**src/kas_pkg.sv**
```systemverilog
// ----------------------------------------------------------------------------
// kas_pkg: shared types and constants for the key autorepeat scroll block
// Payload structs, axis phase codes, register map and fixed field widths.
// ----------------------------------------------------------------------------
package kas_pkg;

  localparam int BTN_W            = 11;
  localparam int BUTTON_COUNT_DEF = 11;
  localparam int DT_W             = 18;
  localparam int REG_W            = 20;
  localparam int MOUSE_W          = 12;
  localparam int SCROLL_W         = 16;
  localparam int ADDR_W           = 3;
  localparam int DATA_W           = 32;

  localparam logic [REG_W-1:0] HOLD_DELAY_RST   = 20'd250000;
  localparam logic [REG_W-1:0] REPEAT_PERIOD_RST = 20'd100000;
  localparam logic [REG_W-1:0] DWELL_MAX        = 20'hFFFFF;

  // register index, taken from paddr[2]
  localparam logic REG_HOLD_DELAY    = 1'b0;
  localparam logic REG_REPEAT_PERIOD = 1'b1;

  // axis phase codes
  localparam logic [1:0] PH_NONE    = 2'd0;
  localparam logic [1:0] PH_PRESSED = 2'd1;
  localparam logic [1:0] PH_STALLED = 2'd2;
  localparam logic [1:0] PH_HELD    = 2'd3;

  typedef struct packed {
    logic [BTN_W-1:0]          buttons;
    logic                      mouse_button_down;
    logic signed [MOUSE_W-1:0] mouse_dx;
    logic signed [MOUSE_W-1:0] mouse_dy;
    logic [DT_W-1:0]           delta_time_us;
  } in_t;

  typedef struct packed {
    logic signed [SCROLL_W-1:0] scroll_x;
    logic signed [SCROLL_W-1:0] scroll_y;
    logic [1:0]                 phase_x;
    logic [1:0]                 phase_y;
    logic [BTN_W-1:0]           pressed_edges;
    logic [BTN_W-1:0]           released_edges;
  } out_t;

endpackage

```
**src/key_autorepeat_scroll.sv**
```systemverilog
// ----------------------------------------------------------------------------
// key_autorepeat_scroll: typematic autorepeat and scroll step generator
// Button edges, per-axis none/pressed/stalled/held phases and repeat steps
// from a shared multiplier and a bit-serial restoring divider.
// ----------------------------------------------------------------------------
// Sequence: an input transfer moves the sequencer from idle to S_MUL; each
//   held axis adds one multiply, one add and, unless acc plus product is zero,
//   31 divide steps. The 31-bit divide by the repeat period is the longest part.
// Flow: one item at a time; the next item is taken once the sequencer
//   is back in idle, after S_OUT has loaded the result of the previous one.
// Reset: synchronous active-low rst_n clears phases, dwell times, repeat
//   accumulators, previous buttons and restores the register defaults.

module key_autorepeat_scroll
  import kas_pkg::*;
#(
  parameter int BUTTON_COUNT = BUTTON_COUNT_DEF
) (
  input  logic              clk,
  input  logic              rst_n,
  input  logic              in_valid,
  output logic              in_ready,
  input  in_t               in_data,
  output logic              out_valid,
  input  logic              out_ready,
  output out_t              out_data,
  input  logic              cfg_psel,
  input  logic              cfg_penable,
  input  logic              cfg_pwrite,
  input  logic [ADDR_W-1:0] cfg_paddr,
  input  logic [DATA_W-1:0] cfg_pwdata,
  output logic [DATA_W-1:0] cfg_prdata,
  output logic              cfg_pready
);

  localparam int SUM_W  = 13;
  localparam int MAG_W  = 12;
  localparam int PROD_W = DT_W + MAG_W;
  localparam int NUM_W  = PROD_W + 1;
  localparam int CNT_W  = $clog2(NUM_W);

  typedef enum logic [2:0] {S_IDLE, S_MUL, S_ADD, S_DIV, S_OUT} state_t;

  state_t                   state_r;
  logic                     ax_r;
  logic [REG_W-1:0]         hold_delay_r, period_r;
  logic [BTN_W-1:0]         prev_btn_r;
  logic [1:0]               phase_r [2];
  logic [REG_W-1:0]         dwell_r [2];
  logic [REG_W-1:0]         acc_r   [2];
  logic signed [SUM_W-1:0]  sum_r   [2];
  logic signed [SCROLL_W-1:0] steps_r [2];
  logic [DT_W-1:0]          dt_r;
  logic [BTN_W-1:0]         pe_r, re_r;
  logic [PROD_W-1:0]        prod_r;
  logic [NUM_W-1:0]         quo_r;
  logic [REG_W-1:0]         rem_r;
  logic [CNT_W-1:0]         cnt_r;
  logic                     out_valid_r;
  out_t                     out_r;

  // ---------------- input decode ----------------
  logic [BTN_W-1:0]         btn_mask, now;
  logic signed [SUM_W-1:0]  lx, ly, sel_x, sel_y;
  logic [SUM_W-1:0]         lx_abs, ly_abs;
  logic                     up, down, left, right, diag;
  logic signed [SUM_W-1:0]  dig [2];
  logic [1:0]               phase_nxt [2];
  logic [REG_W-1:0]         dwell_nxt [2];
  logic [REG_W:0]           dwell_sum [2];
  logic [REG_W-1:0]         dwell_sat [2];
  logic                     in_xfer, cfg_wr;

  assign in_xfer = in_valid && in_ready;
  assign cfg_wr  = cfg_psel && cfg_penable && cfg_pwrite;

  always_comb begin
    for (int i = 0; i < BTN_W; i++) begin
      btn_mask[i] = (i < BUTTON_COUNT);
    end
  end

  assign now   = in_data.buttons & btn_mask;
  assign lx    = in_data.mouse_button_down ? SUM_W'(in_data.mouse_dx) : '0;
  assign ly    = in_data.mouse_button_down ? -SUM_W'(in_data.mouse_dy) : '0;
  assign lx_abs = lx[SUM_W-1] ? SUM_W'(-lx) : SUM_W'(lx);
  assign ly_abs = ly[SUM_W-1] ? SUM_W'(-ly) : SUM_W'(ly);
  // y wins a tie in magnitude
  assign sel_y = (ly_abs >= lx_abs) ? ly : '0;
  assign sel_x = (ly_abs >= lx_abs) ? '0 : lx;

  assign diag  = (now[2] || now[3]) && (now[0] || now[1]);
  assign up    = now[0] && !diag;
  assign down  = now[1] && !diag;
  assign left  = now[2] && !diag;
  assign right = now[3] && !diag;
  assign dig[0] = SUM_W'(right) - SUM_W'(left);
  assign dig[1] = SUM_W'(up) - SUM_W'(down);

  always_comb begin
    for (int i = 0; i < 2; i++) begin
      dwell_sum[i] = {1'b0, dwell_r[i]} + (REG_W+1)'(in_data.delta_time_us);
      dwell_sat[i] = dwell_sum[i][REG_W] ? DWELL_MAX : dwell_sum[i][REG_W-1:0];
      phase_nxt[i] = phase_r[i];
      dwell_nxt[i] = dwell_r[i];
      if (dig[i] == '0) begin
        phase_nxt[i] = PH_NONE;
        dwell_nxt[i] = '0;
      end else begin
        case (phase_r[i])
          PH_NONE: begin
            phase_nxt[i] = PH_PRESSED;
          end
          PH_PRESSED: begin
            phase_nxt[i] = PH_STALLED;
            dwell_nxt[i] = '0;
          end
          PH_STALLED: begin
            if (dwell_sat[i] > hold_delay_r) begin
              phase_nxt[i] = PH_HELD;
              dwell_nxt[i] = '0;
            end else begin
              dwell_nxt[i] = dwell_sat[i];
            end
          end
          default: begin
            dwell_nxt[i] = dwell_sat[i];
          end
        endcase
      end
    end
  end

  // ---------------- shared datapath ----------------
  logic signed [SUM_W-1:0]  cur_sum;
  logic [MAG_W-1:0]         cur_mag;
  logic                     cur_neg;
  logic [REG_W-1:0]         per_eff;
  logic [NUM_W-1:0]         num;
  logic [REG_W:0]           rem_sh;
  logic                     rem_ge;
  logic [REG_W-1:0]         rem_nxt;
  logic [NUM_W-1:0]         quo_nxt;
  logic signed [SCROLL_W-1:0] sat_steps;

  assign cur_sum = sum_r[ax_r];
  assign cur_neg = cur_sum[SUM_W-1];
  assign cur_mag = cur_neg ? MAG_W'(-cur_sum) : MAG_W'(cur_sum);
  assign per_eff = (period_r == '0) ? REG_W'(1) : period_r;
  assign num     = NUM_W'(acc_r[ax_r]) + NUM_W'(prod_r);

  // one restoring divide step: remainder stays below the period
  assign rem_sh  = {rem_r, quo_r[NUM_W-1]};
  assign rem_ge  = rem_sh >= {1'b0, per_eff};
  assign rem_nxt = rem_ge ? REG_W'(rem_sh - {1'b0, per_eff}) : rem_sh[REG_W-1:0];
  assign quo_nxt = {quo_r[NUM_W-2:0], rem_ge};

  always_comb begin
    if (cur_neg) begin
      sat_steps = (quo_nxt > NUM_W'(32768)) ? 16'sh8000 : SCROLL_W'(-quo_nxt);
    end else begin
      sat_steps = (quo_nxt > NUM_W'(32767)) ? 16'sh7FFF : SCROLL_W'(quo_nxt);
    end
  end

  // ---------------- sequencer ----------------
  always_ff @(posedge clk) begin
    if (!rst_n) begin
      state_r      <= S_IDLE;
      ax_r         <= 1'b0;
      hold_delay_r <= HOLD_DELAY_RST;
      period_r     <= REPEAT_PERIOD_RST;
      prev_btn_r   <= '0;
      out_valid_r  <= 1'b0;
      for (int i = 0; i < 2; i++) begin
        phase_r[i] <= PH_NONE;
        dwell_r[i] <= '0;
        acc_r[i]   <= '0;
      end
    end else begin
      if (cfg_wr) begin
        case (cfg_paddr[2])
          REG_HOLD_DELAY:    hold_delay_r <= cfg_pwdata[REG_W-1:0];
          REG_REPEAT_PERIOD: period_r     <= cfg_pwdata[REG_W-1:0];
          default: ;
        endcase
      end

      // in S_OUT the output register is reloaded below instead
      if (out_valid_r && out_ready && state_r != S_OUT) begin
        out_valid_r <= 1'b0;
      end

      case (state_r)
        S_IDLE: begin
          if (in_xfer) begin
            pe_r       <= now & ~prev_btn_r;
            re_r       <= ~now & prev_btn_r;
            prev_btn_r <= now;
            dt_r       <= in_data.delta_time_us;
            sum_r[0]   <= dig[0] + sel_x;
            sum_r[1]   <= dig[1] + sel_y;
            for (int i = 0; i < 2; i++) begin
              phase_r[i] <= phase_nxt[i];
              dwell_r[i] <= dwell_nxt[i];
            end
            ax_r    <= 1'b0;
            state_r <= S_MUL;
          end
        end
        S_MUL: begin
          if (phase_r[ax_r] == PH_HELD) begin
            prod_r  <= PROD_W'(dt_r) * PROD_W'(cur_mag);
            state_r <= S_ADD;
          end else begin
            if (phase_r[ax_r] == PH_PRESSED) begin
              steps_r[ax_r] <= cur_neg ? -16'sd1 : 16'sd1;
              acc_r[ax_r]   <= '0;
            end else begin
              steps_r[ax_r] <= '0;
            end
            ax_r    <= 1'b1;
            state_r <= ax_r ? S_OUT : S_MUL;
          end
        end
        S_ADD: begin
          if (num == '0) begin
            steps_r[ax_r] <= '0;
            ax_r          <= 1'b1;
            state_r       <= ax_r ? S_OUT : S_MUL;
          end else begin
            // steps = (acc - 1) / period, new acc = remainder + 1
            quo_r   <= num - NUM_W'(1);
            rem_r   <= '0;
            cnt_r   <= CNT_W'(NUM_W - 1);
            state_r <= S_DIV;
          end
        end
        S_DIV: begin
          quo_r <= quo_nxt;
          rem_r <= rem_nxt;
          cnt_r <= cnt_r - CNT_W'(1);
          if (cnt_r == '0) begin
            steps_r[ax_r] <= sat_steps;
            acc_r[ax_r]   <= rem_nxt + REG_W'(1);
            ax_r          <= 1'b1;
            state_r       <= ax_r ? S_OUT : S_MUL;
          end
        end
        S_OUT: begin
          if (!out_valid_r || out_ready) begin
            out_r.scroll_x       <= steps_r[0];
            out_r.scroll_y       <= steps_r[1];
            out_r.phase_x        <= phase_r[0];
            out_r.phase_y        <= phase_r[1];
            out_r.pressed_edges  <= pe_r;
            out_r.released_edges <= re_r;
            out_valid_r          <= 1'b1;
            state_r              <= S_IDLE;
          end
        end
        default: begin
          state_r <= S_IDLE;
        end
      endcase
    end
  end

  assign in_ready   = (state_r == S_IDLE);
  assign out_valid  = out_valid_r;
  assign out_data   = out_r;
  assign cfg_pready = 1'b1;
  assign cfg_prdata = (cfg_paddr[2] == REG_REPEAT_PERIOD) ? DATA_W'(period_r)
                                                          : DATA_W'(hold_delay_r);

endmodule

```
**config.mk**
```make
export PLATFORM = sky130hd
export DESIGN_NAME = key_autorepeat_scroll
export DESIGN_NICKNAME = d
export VERILOG_FILES = /design/src/kas_pkg.sv /design/src/key_autorepeat_scroll.sv
export SDC_FILE = /design/constraint.sdc
export NUM_CORES = 1
export LEC_CHECK = 0
export ABC_CLOCK_PERIOD_IN_PS = 9100
export BUFFER_PORTS_ARGS = -buffer_cell sky130_fd_sc_hd__buf_2
export CAP_MARGIN = 40
export CELL_PAD_IN_SITES_DETAIL_PLACEMENT = 2
export CELL_PAD_IN_SITES_GLOBAL_PLACEMENT = 2
export CORE_ASPECT_RATIO = 2
export CORE_UTILIZATION = 40
export CTS_CLUSTER_SIZE = 28
export DETAILED_ROUTE_END_ITERATION = 10
export PLACE_DENSITY = 0.77
export SLEW_MARGIN = 20
export SYNTH_ARGS = -nofsm -noshare
export SYNTH_HDL_FRONTEND = slang
export SYNTH_SLANG_ARGS = --single-unit
```
**constraint.sdc**
```tcl
create_clock -name clk -period 9.1 [get_ports clk]
set_input_delay 0.91 -clock clk [delete_from_list [all_inputs] [get_ports clk]]
set_output_delay 0.91 -clock clk [all_outputs]
set_load 0.01 [all_outputs]
```
After elaboration in Yosys (flattened, before gate mapping)
Memory sizes are Yosys's and may differ from the RTL's. A register that Yosys moved wholly into a read port is not among the register bits.
Index checks and enable logic that the tools add are counted.
Operators by class
  add/sub/neg operators: 16
  $mul: 1
  order comparisons: 6
  equal/unequal tests: 17
  multiplexer cells: 89
  bitwise operators: 13
  reductions and logical operators: 35
Operators with widths (count)
  $mux 20: 14
  $pmux 20 s3: 2
  $mux 16: 7
  $mux 13: 6
  $pmux 31 s2: 1
  $add 20x18->21: 2
  $gt 20x20->1: 2
  $pmux 20 s2: 1
  $neg 13->13: 3
  $mux 1: 38
  $add 20x30->31: 1
  $gt 31x15->1 const B: 1
  $gt 31x16->1 const B: 1
  $logic_not 31->1: 1
  $mux 31: 1
  $sub 31x1->31 const B: 1
  $mul 18x12->30: 1
  $add 2x13->13: 2
  $logic_not 13->1: 2
  $and 11x11->11: 2
  $not 11->11: 2
  $ge 21x20->1: 1
  $add 20x1->20 const B: 1
  $logic_not 20->1: 1
  36 further kinds: 83
Storage, ports and cells
  bits in registers: 208
  memory bits (writable): 142
  bits of input ports: 96
  output and inout bits: 93
  memories kept: 5
Memories
  acc_r: depth 2, width 20, rd ports 1, clocked after Yosys merged registers in 1, write ports 2, RTL line key_autorepeat_scroll.sv:50  | logic [REG_W-1:0] acc_r [2];
  dwell_r: depth 2, width 20, rd ports 2, clocked after Yosys merged registers in 0, write ports 2, RTL line key_autorepeat_scroll.sv:49  | logic [REG_W-1:0] dwell_r [2];
  steps_r: depth 2, width 16, rd ports 2, clocked after Yosys merged registers in 2, write ports 1, RTL line key_autorepeat_scroll.sv:52  | logic signed [SCROLL_W-1:0] steps_r [2];
  sum_r: depth 2, width 13, rd ports 1, clocked after Yosys merged registers in 1, write ports 2, RTL line key_autorepeat_scroll.sv:51  | logic signed [SUM_W-1:0] sum_r [2];
  phase_r: depth 2, width 2, rd ports 3, clocked after Yosys merged registers in 1, write ports 2, RTL line key_autorepeat_scroll.sv:48  | logic [1:0] phase_r [2];

Longest topological paths before layout
Gate-level depths: netlist of run 1.
  word-level depth: 9
  mapped depth: 37
  gate-level depth less buffers: 36

Worst setup path after synthesis of run 1
Ideal clock, no wire load.
  kind: flip-flop to flip-flop
  start: reg with a tool-made name
  end: reg prod_r[29], data pin
  library setup time: 259 ps
  arrival: 7397 ps
  slack: 1443 ps
  stages on the path, launching flop included: 30
  path buffers: 2
  cells stage by stage: dfxtp_1 > clkbuf_1 > mux2i_1 > ha_1 > and4b_1 > nand2_1 > o21ai_0 > xor2_1 > clkbuf_1 > nand2_1 > fa_1 > fa_1 > fa_1 > inv_1 > fa_1 > inv_1 > fa_1 > inv_1 > ha_1 > a21o_1 > o32ai_1 > o31ai_1 > o41a_1 > a41oi_1 > a21oi_1 > a41o_1 > o21ai_0 > nand2b_1 > a21oi_1 > xnor2_1
RTL lines
  end signal: assignment: RTL line key_autorepeat_scroll.sv:213  | prod_r <= PROD_W'(dt_r) * PROD_W'(cur_mag);
  end: declaration: RTL line key_autorepeat_scroll.sv:55  | logic [PROD_W-1:0] prod_r;

==> results.py, run 1 <==
metrics = {
    "status": {
        "outcome": "completed",
    },
    "synthesis": {
        "synth_seq_cells": 383,
        "syn_avg_cell_area_um2": 9.51,
        "yosysTopAreaCell": "edfxtp_1",
        "syn_area_um2": 30300,
        "netlist_instances": 3186,
        "synth_edf_count": 326,
        "synthArstFlopShare_pct": 0,
        "seq_area_frac_synth_pct": 36.1,
        "synthFlopType": "edfxtp_1",
        "ys_warn_count": 0,
        "netlist.area_leader.share_pct": 32.3,
        "yosysUniqueCellTypes": 84,
        "synth.area.top_cells": "edfxtp_1 32%, fa_1 11%, ha_1 9.8%",
    },
    "place": {
        "gp_congestion": 0.904,
        "dpl_cell_area_um2": 32300,
        "port-buffer-count": 161,
        "dp.cells": 4284,
        "hpwl_um": 85500,
        "post-place-ws_ns": 0.542,
    },
    "critical_path": {
        "cpPeakStageDelay_ns": 0.56,
        "crit_type": "reg2reg",
        "r2r-end": "prod_r[29]$_DFFE_PP_",
        "cp.required_ns": 9.43,
        "crit_slowest_cell": "fa_1",
        "crit_end": "prod_r[29]$_DFFE_PP_",
        "r2r_slack_ns": 0.51,
        "critPathLaunchType": "flop",
        "crit_family": "adder cells",
        "cp.arrival_ns": 8.92,
        "worst_setup_path_end_kind": "flop",
        "crit_cells": 28,
        "path_max_fanout": 13,
        "worst_r2r_path_depth": 28,
        "path_buf_inv": 4,
        "path_common_cell": "fa_1",
    },
    "clocking": {
        "cts.sinks": 383,
        "clk_latency_ns": 0.60,
        "cts_setup_buffers": 0,
        "cts_tree": "done",
        "h-tree-depth": 2,
        "cts_resized": 0,
        "holdBufCountCts": 0,
        "numCtsBuffers": 40,
        "clk_pin_slew_ns": 0.06,
        "cts_root_buf": "clkbuf_16",
        "clk_path_buf_depth": 3,
    },
    "floorplanning": {
        "fp.dieH_um": 391,
        "ios": 189,
        "start_util_pct": 40.4,
        "die_x_um": 197,
        "dieArea_um2": 76900,
        "rows": 142,
        "core_um2": 75000,
    },
    "global_routing": {
        "grt_max_degree": 47,
        "grt_pass1_wl_um": 161000,
        "grt_pass1_vias": 28400,
        "grt-ovfl-total": 0,
        "antenna_found_initial": 1,
        "grt_use_total_pct": 27.7,
    },
    "drt": {
        "wire_per_inst_um": 24.0,
        "via_count": 24200,
        "dr.first_iter.drc_count": 712,
        "vias_per_cell": 5.56,
        "drc": 0,
        "ant_nets": 0,
        "drtPass1Iterations": 4,
        "wirelength_um": 105000,
    },
    "final_layout": {
        "drive_above_1_share_pct": 10.4,
        "stdcell_area_um2": 33700,
        "final_cell_mix": "435 x nand2_1, 326 x edfxtp_1, 325 x inv_1",
        "num_antenna_cells": 0,
        "layout_commonest_cell": "nand2_1",
        "final_util_pct": 44.9,
        "syn2layout_area_growth_pct": 11.1,
        "stdcell_count": 4359,
        "nNetsFinal": 3819,
    },
    "pwr": {
        "power.density_nw_per_um2": 424,
        "p_total_mw": 14.3,
        "vdd_drop_max_v": 0.000379,
        "p_leak_nw": 14.2,
    },
    "sta": {
        "min_period_over_period_pct": 94.3,
        "fin_crit_ns": 8.59,
        "max_freq_mhz": 116,
        "rsz0062_at_grt": "no",
        "slew_headroom_pct": 45.1,
        "finalSetupViolations": 0,
        "worst_pin_slew_ns": 0.824,
        "hold_ws_ns": 0.409,
        "finalSetupTns_ns": 0,
        "final_critical_path_setup_slack_ns": 0.514,
        "skew_ns": 0.0332,
        "finalHoldViolCount": 0,
        "slew_viol_final": 0,
    },
    "min_path": {
        "hold_path.class": "reg2reg",
        "whs_path_depth": 0,
        "min_from": "pe_r[1]$_DFFE_PP_",
    },
    "run": {
        "drv_cap": 0,
    },
}
[per-layer routing]
layer	part of all wire, %	global-route usage, %	vias to the layer above
met4	6.4	16.7	0
met2	59	57.8	489
li1	-	-	11200
met3	2.6	2.85	266
met1	32	24.4	12300
met5	0	0	-
[worst min-delay path by stage]
stage / to
finish: out_data[12]$_DFFE_PP_
global route: out_data[12]$_DFFE_PP_
global placement: out_data[30]$_DFFE_PP_
detailed placement: out_data[36]$_DFFE_PP_
CTS: out_data[19]$_DFFE_PP_
floorplan: out_data[0]$_DFFE_PP_
[layout make-up]
type,instances,area (um^2)
clock buffers,53,1130
clock inverters,21,229
fillers,8206,41300
inverters,327,1230
multi-input cells,2357,17700
flip-flops and latches,383,10900
well taps,1008,1260
repair buffers,210,1220
[power by group]
part	switching [mW]	total (mW)	internal [mW]
combinational	5.78	9.94	4.16
sequential	0.0750	2.59	2.51
clock	0.766	1.76	0.993
total	6.62	14.3	7.67
[Yosys cell counts, types with 9 or more instances]
library cell	count
a21o_1	53
or3_1	23
a31oi_1	9
mux2i_1	26
and3_1	44
ha_1	238
nor4_1	21
o31ai_1	11
a21boi_0	9
inv_1	325
nor2_1	207
xnor2_1	131
nor2b_1	89
and2_1	76
clkbuf_1	110
or2_2	14
nand4_1	27
o211ai_1	30
xor2_1	54
dfxtp_1	57
nor3_1	51
nand3_1	48
a21oi_1	174
buf_4	14
o21ai_0	157
nand2b_1	32
mux2_2	32
edfxtp_1	326
fa_1	166
a211oi_1	19
o21a_1	22
nand2_1	435
[registers in the layout (all words and copies together), names as in the netlist, named ones only]
register	flops
rem_r	20
dt_r	18
out_data	58
out_valid	1
dwell_r	40
prev_btn_r	11
phase_r	4
quo_r	31
steps_r	32
acc_r	40
period_r	20
state_r	3
sum_r	26
cnt_r	5
prod_r	30
hold_delay_r	20
re_r	11
ax_r	1
pe_r	11
[kinds of logic (layout without fill, tap and decap cells)]
kind of cell,Yosys count,count (layout),synth area share (%)
muxes,58,58,2.05
adders and majority gates,404,404,20.8
and+or+nand+nor,1112,1112,17.6
buffers and inverters,459,611,5.92
DFF,383,383,36.1
other,2,15,0.0248
xor gates and xnor gates,185,185,5.35
AOI/OAI and AO/OA,583,583,12.2
Note: power is estimated with default switching activity, not from simulation.
==> inputs of run 2 (changes only) <==
- BUFFER_PORTS_ARGS: -buffer_cell sky130_fd_sc_hd__buf_2 -> -buffer_cell sky130_fd_sc_hd__buf_4
==> results.py, run 2 (synthesis gave the netlist of run 1 again) <==
metrics = {
    "floorplanning": {
        "rows": 142,
        "die_x_um": 197,
        "ios": 189,
        "fp.dieH_um": 391,
        "core_um2": 75000,
        "start_util_pct": 40.4,
        "dieArea_um2": 76900,
    },
    "drt": {
        "dr.first_iter.drc_count": 660,
        "via_count": 24400,
        "wirelength_um": 105000,
        "drc": 0,
        "ant_nets": 0,
        "vias_per_cell": 5.61,
        "drtPass1Iterations": 5,
        "wire_per_inst_um": 24.1,
    },
    "clocking": {
        "clk_pin_slew_ns": 0.07,
        "cts.sinks": 383,
        "cts_tree": "done",
        "holdBufCountCts": 0,
        "clk_latency_ns": 0.59,
        "numCtsBuffers": 40,
        "cts_resized": 0,
        "clk_path_buf_depth": 3,
        "h-tree-depth": 2,
        "cts_setup_buffers": 0,
        "cts_root_buf": "clkbuf_16",
    },
    "status": {
        "outcome": "completed",
    },
    "sta": {
        "rsz0062_at_grt": "no",
        "finalHoldViolCount": 0,
        "fin_crit_ns": 8.70,
        "worst_pin_slew_ns": 0.846,
        "final_critical_path_setup_slack_ns": 0.404,
        "finalSetupTns_ns": 0,
        "min_period_over_period_pct": 95.6,
        "skew_ns": 0.0216,
        "slew_headroom_pct": 43.6,
        "hold_ws_ns": 0.418,
        "slew_viol_final": 0,
        "max_freq_mhz": 115,
        "finalSetupViolations": 0,
    },
    "critical_path": {
        "crit_end": "prod_r[29]$_DFFE_PP_",
        "cp.arrival_ns": 9.03,
        "path_common_cell": "fa_1",
        "path_buf_inv": 3,
        "worst_setup_path_end_kind": "flop",
        "crit_slowest_cell": "dfxtp_2",
        "r2r_slack_ns": 0.40,
        "cp.required_ns": 9.43,
        "cpPeakStageDelay_ns": 0.64,
        "critPathLaunchType": "flop",
        "worst_r2r_path_depth": 27,
        "crit_cells": 27,
        "r2r-end": "prod_r[29]$_DFFE_PP_",
        "crit_family": "adder cells",
        "crit_type": "reg2reg",
        "path_max_fanout": 17,
    },
    "global_routing": {
        "antenna_found_initial": 3,
        "grt_max_degree": 47,
        "grt_pass1_vias": 28600,
        "grt-ovfl-total": 0,
        "grt_pass1_wl_um": 162000,
        "grt_use_total_pct": 27.6,
    },
    "pwr": {
        "p_total_mw": 14.4,
        "p_int_mw": 7.79,
        "clkPwrFrac_pct": 13.1,
        "vdd_drop_max_v": 0.000384,
        "p_comb_share_pct": 69.0,
        "switchingPower_mw": 6.64,
        "seqPwrFrac_pct": 18.0,
        "swShare_pct": 46.0,
        "power.density_nw_per_um2": 422,
        "p_leak_nw": 14.4,
    },
    "final_layout": {
        "syn2layout_area_growth_pct": 12.8,
        "final_cell_mix": "435 x nand2_1, 326 x edfxtp_1, 325 x inv_1",
        "stdcell_area_um2": 34200,
        "num_antenna_cells": 0,
        "stdcell_count": 4358,
        "nNetsFinal": 3818,
        "drive_above_1_share_pct": 10.5,
        "largest_register_ffs": 58,
        "layout_commonest_cell": "nand2_1",
        "final_util_pct": 45.6,
    },
    "place": {
        "gp_congestion": 0.914,
        "dp.cells": 4282,
        "post-place-ws_ns": 0.425,
        "hpwl_um": 85300,
        "dpl_cell_area_um2": 32700,
        "port-buffer-count": 161,
    },
    "run": {
        "drv_cap": 0,
    },
    "min_path": {
        "hold_path.class": "reg2reg",
    },
}
[run 2: cell types whose count changed in the layout (fill, tap and decap cells not counted), sizes merged]
cell	before	now
buf	209	208
bufinv	4	9
clkbuf	53	47
clkdlybuf4s15	1	0
clkinv	15	16
clkinvlp	2	4
inv	327	326
[run 2: final cells by class]
class / instances / area (um^2)
inverter: 327 / 1230
sequential: 383 / 10900
fill: 8222 / 40800
multi-input combinational: 2357 / 17700
timing repair buffer: 209 / 1610
clock inverter: 28 / 399
tap: 1008 / 1260
clock buffer: 46 / 1080
[run 2: worst reg2reg max path: cells and delay by family, from the launching register on]
family                   cells  cell delay, ns
AO/OA/AOI/OAI               11            2.54
XOR/XNOR                     2            0.62
adder cells (fa/ha/maj)      6            2.97
buffers and inverters        3            0.43
flip-flops                   1            0.64
multiplexers                 1            0.50
AND/OR/NAND/NOR              4            0.75
[run 2: power by group through the flow]
stage / Clock (mW) / Sequential, mW / Combinational, mW
finish: 1.89 / 2.59 / 9.95
global route: 1.96 / 2.60 / 11.2
floorplan: 0 / 2.58 / 7.44
detailed placement: 0 / 2.63 / 10.0
CTS: 1.92 / 2.59 / 10.1
global placement: 0 / 2.62 / 9.23
[run 2: layer usage]
| layer | vias up | wire [um] | global-route usage (%) |
|---|---|---|---|
| met1 | 12500 | 34400 | 24.8 |
| met3 | 277 | 2510 | 2.71 |
| li1 | 11200 | - | - |
| met5 | - | 0 | 0 |
| met2 | 524 | 61000 | 57.1 |
| met4 | 0 | 7050 | 17.2 |
[run 2: how the worst min path moves through the flow]
| stage | start | to | slack, ns | cells past startpoint |
|---|---|---|---|---|
| floorplan | re_r[0]$_DFFE_PP_ | out_data[0]$_DFFE_PP_ | 0.40 | 0 |
| global placement | pe_r[7]$_DFFE_PP_ | out_data[18]$_DFFE_PP_ | 0.40 | 0 |
| detailed placement | steps_r[0][4]$_DFFE_PP_ | out_data[46]$_DFFE_PP_ | 0.41 | 0 |
| CTS | pe_r[4]$_DFFE_PP_ | out_data[15]$_DFFE_PP_ | 0.42 | 0 |
| global route | steps_r[0][4]$_DFFE_PP_ | out_data[46]$_DFFE_PP_ | 0.43 | 0 |
| finish | pe_r[4]$_DFFE_PP_ | out_data[15]$_DFFE_PP_ | 0.42 | 0 |
==> inputs of run 3 (changes only) <==
- CORE_UTILIZATION: 40 -> 32
- PLACE_DENSITY: 0.77 -> 0.63
==> results.py, run 3 (synthesis gave the netlist of run 1 again) <==
metrics = {
    "pwr": {
        "p_comb_share_pct": 69.5,
        "p_int_mw": 7.58,
        "switchingPower_mw": 6.54,
        "power.density_nw_per_um2": 412,
        "swShare_pct": 46.3,
        "vdd_drop_max_v": 0.000450,
        "p_total_mw": 14.1,
        "seqPwrFrac_pct": 18.3,
        "p_leak_nw": 14.4,
        "clkPwrFrac_pct": 12.1,
    },
    "drt": {
        "ant_nets": 0,
        "drtPass1Iterations": 7,
        "via_count": 24000,
        "vias_per_cell": 5.26,
        "routed.top_layer": "met4",
        "wirelength_met1_um": 35000,
        "wirelength_um": 104000,
        "wl_met3_um": 2300,
        "wl_met2_um": 62100,
        "drc": 26,
        "wire_per_inst_um": 22.8,
        "dr.first_iter.drc_count": 693,
    },
    "critical_path": {
        "path_max_fanout": 15,
        "critPathLaunchType": "flop",
        "worst_setup_path_end_kind": "flop",
        "path_common_cell": "fa_1",
        "crit_type": "reg2reg",
        "cpPeakStageDelay_ns": 0.56,
        "crit_cells": 30,
        "cp.required_ns": 9.45,
        "path_buf_inv": 5,
        "cp.arrival_ns": 8.78,
        "crit_family": "adder cells",
        "worst_r2r_path_depth": 30,
        "crit_slowest_cell": "fa_1",
    },
    "clocking": {
        "cts_tree": "done",
        "cts_resized": 0,
        "holdBufCountCts": 0,
        "cts_setup_buffers": 0,
        "clk_path_buf_depth": 3,
        "clk_pin_slew_ns": 0.07,
        "cts_root_buf": "clkbuf_16",
        "h-tree-depth": 2,
        "cts.sinks": 383,
        "clk_latency_ns": 0.61,
        "numCtsBuffers": 42,
    },
    "global_routing": {
        "antenna_found_initial": 1,
        "grt_pass1_vias": 27800,
        "grt_max_degree": 46,
        "grt-ovfl-total": 0,
        "grt_use_total_pct": 22.0,
        "grt_pass1_wl_um": 160000,
    },
    "final_layout": {
        "drive_above_1_share_pct": 10.5,
        "fillers": 10400,
        "nNetsFinal": 3819,
        "layout_commonest_cell": "nand2_1",
        "final_cell_mix": "435 x nand2_1, 326 x edfxtp_1, 324 x inv_1",
        "num_antenna_cells": 0,
        "stdcell_area_um2": 34300,
        "largest_register_ffs": 58,
        "syn2layout_area_growth_pct": 13.3,
    },
    "sta": {
        "worst_pin_slew_ns": 0.839,
        "rsz0062_at_grt": "no",
        "final_critical_path_setup_slack_ns": 0.672,
        "min_period_over_period_pct": 92.6,
        "slew_viol_final": 0,
        "hold_ws_ns": 0.413,
        "finalHoldViolCount": 0,
        "max_freq_mhz": 119,
        "fin_crit_ns": 8.43,
        "finalSetupViolations": 0,
        "finalSetupTns_ns": 0,
        "skew_ns": 0.0515,
        "slew_headroom_pct": 43.4,
    },
    "run": {
        "drv_cap": 0,
    },
    "place": {
        "dpl_cell_area_um2": 32900,
        "port-buffer-count": 161,
        "gp_congestion": 0.834,
        "hpwl_um": 85800,
        "post-place-ws_ns": 0.574,
    },
    "floorplanning": {
        "rows": 159,
        "die_x_um": 220,
        "core_um2": 93900,
        "ios": 189,
        "dieArea_um2": 96000,
        "start_util_pct": 32.3,
        "fp.dieH_um": 437,
    },
    "min_path": {
        "hold_path.class": "reg2reg",
        "min_from": "steps_r[0][1]$_DFFE_PP_",
        "whs_path_depth": 0,
    },
    "status": {
        "outcome": "complete, but fails checks",
        "violations": "DRC",
    },
}
## run 3: cell type report
| class | count | area [um^2] | area share [%] |
|---|---|---|---|
| Sequential cell | 383 | 10900 | 31.9 |
| Timing Repair Buffer | 208 | 1630 | 4.74 |
| Tap cell | 1207 | 1510 | 4.40 |
| Clock inverter | 22 | 156 | 0.456 |
| Multi-Input combinational cell | 2357 | 17700 | 51.5 |
| Inverter | 327 | 1230 | 3.58 |
| Clock buffer | 56 | 1180 | 3.45 |
## run 3: layer usage
metal / global-route usage [%] / up-vias
li1: - / 11200
met1: 20.3 / 12200
met2: 46.3 / 355
met3: 2.25 / 181
met4: 9.41 / 0
met5: 0 / -
## run 3: final timing paths
| path | to | slack, ns |
|---|---|---|
| min | out_data[43]$_DFFE_PP_ | 0.41 |
| max | prod_r[29]$_DFFE_PP_ | 0.67 |
| max reg2reg | prod_r[29]$_DFFE_PP_ | 0.67 |
| min reg2reg | out_data[43]$_DFFE_PP_ | 0.41 |
## run 3: worst reg2reg max path, delay by kind of cell, from the launching register on
kind,cells,cell delay (ns)
compound gates,11,2.41
xor+xnor,2,0.55
flops,1,0.35
buf+inv,5,0.72
mux,1,0.39
simple gates,4,0.53
fa+ha+maj,7,3.25
## run 3: stage by stage
step                      util, %  cells
after global routing         36.5   4560
after floorplan                 -   3199
after detailed placement     35.0   4477
after global placement       34.9   4471
after CTS                    36.4   4555
final                        36.5   4560
## run 3: power by group through the flow
| stage | registers (mW) | clock network [mW] | logic (mW) |
|---|---|---|---|
| after global routing | 2.60 | 1.82 | 11.1 |
| after CTS | 2.59 | 1.77 | 10.1 |
| final | 2.59 | 1.71 | 9.82 |
| after floorplan | 2.58 | 0 | 7.44 |
| after detailed placement | 2.63 | 0 | 10.0 |
| after global placement | 2.62 | 0 | 9.54 |
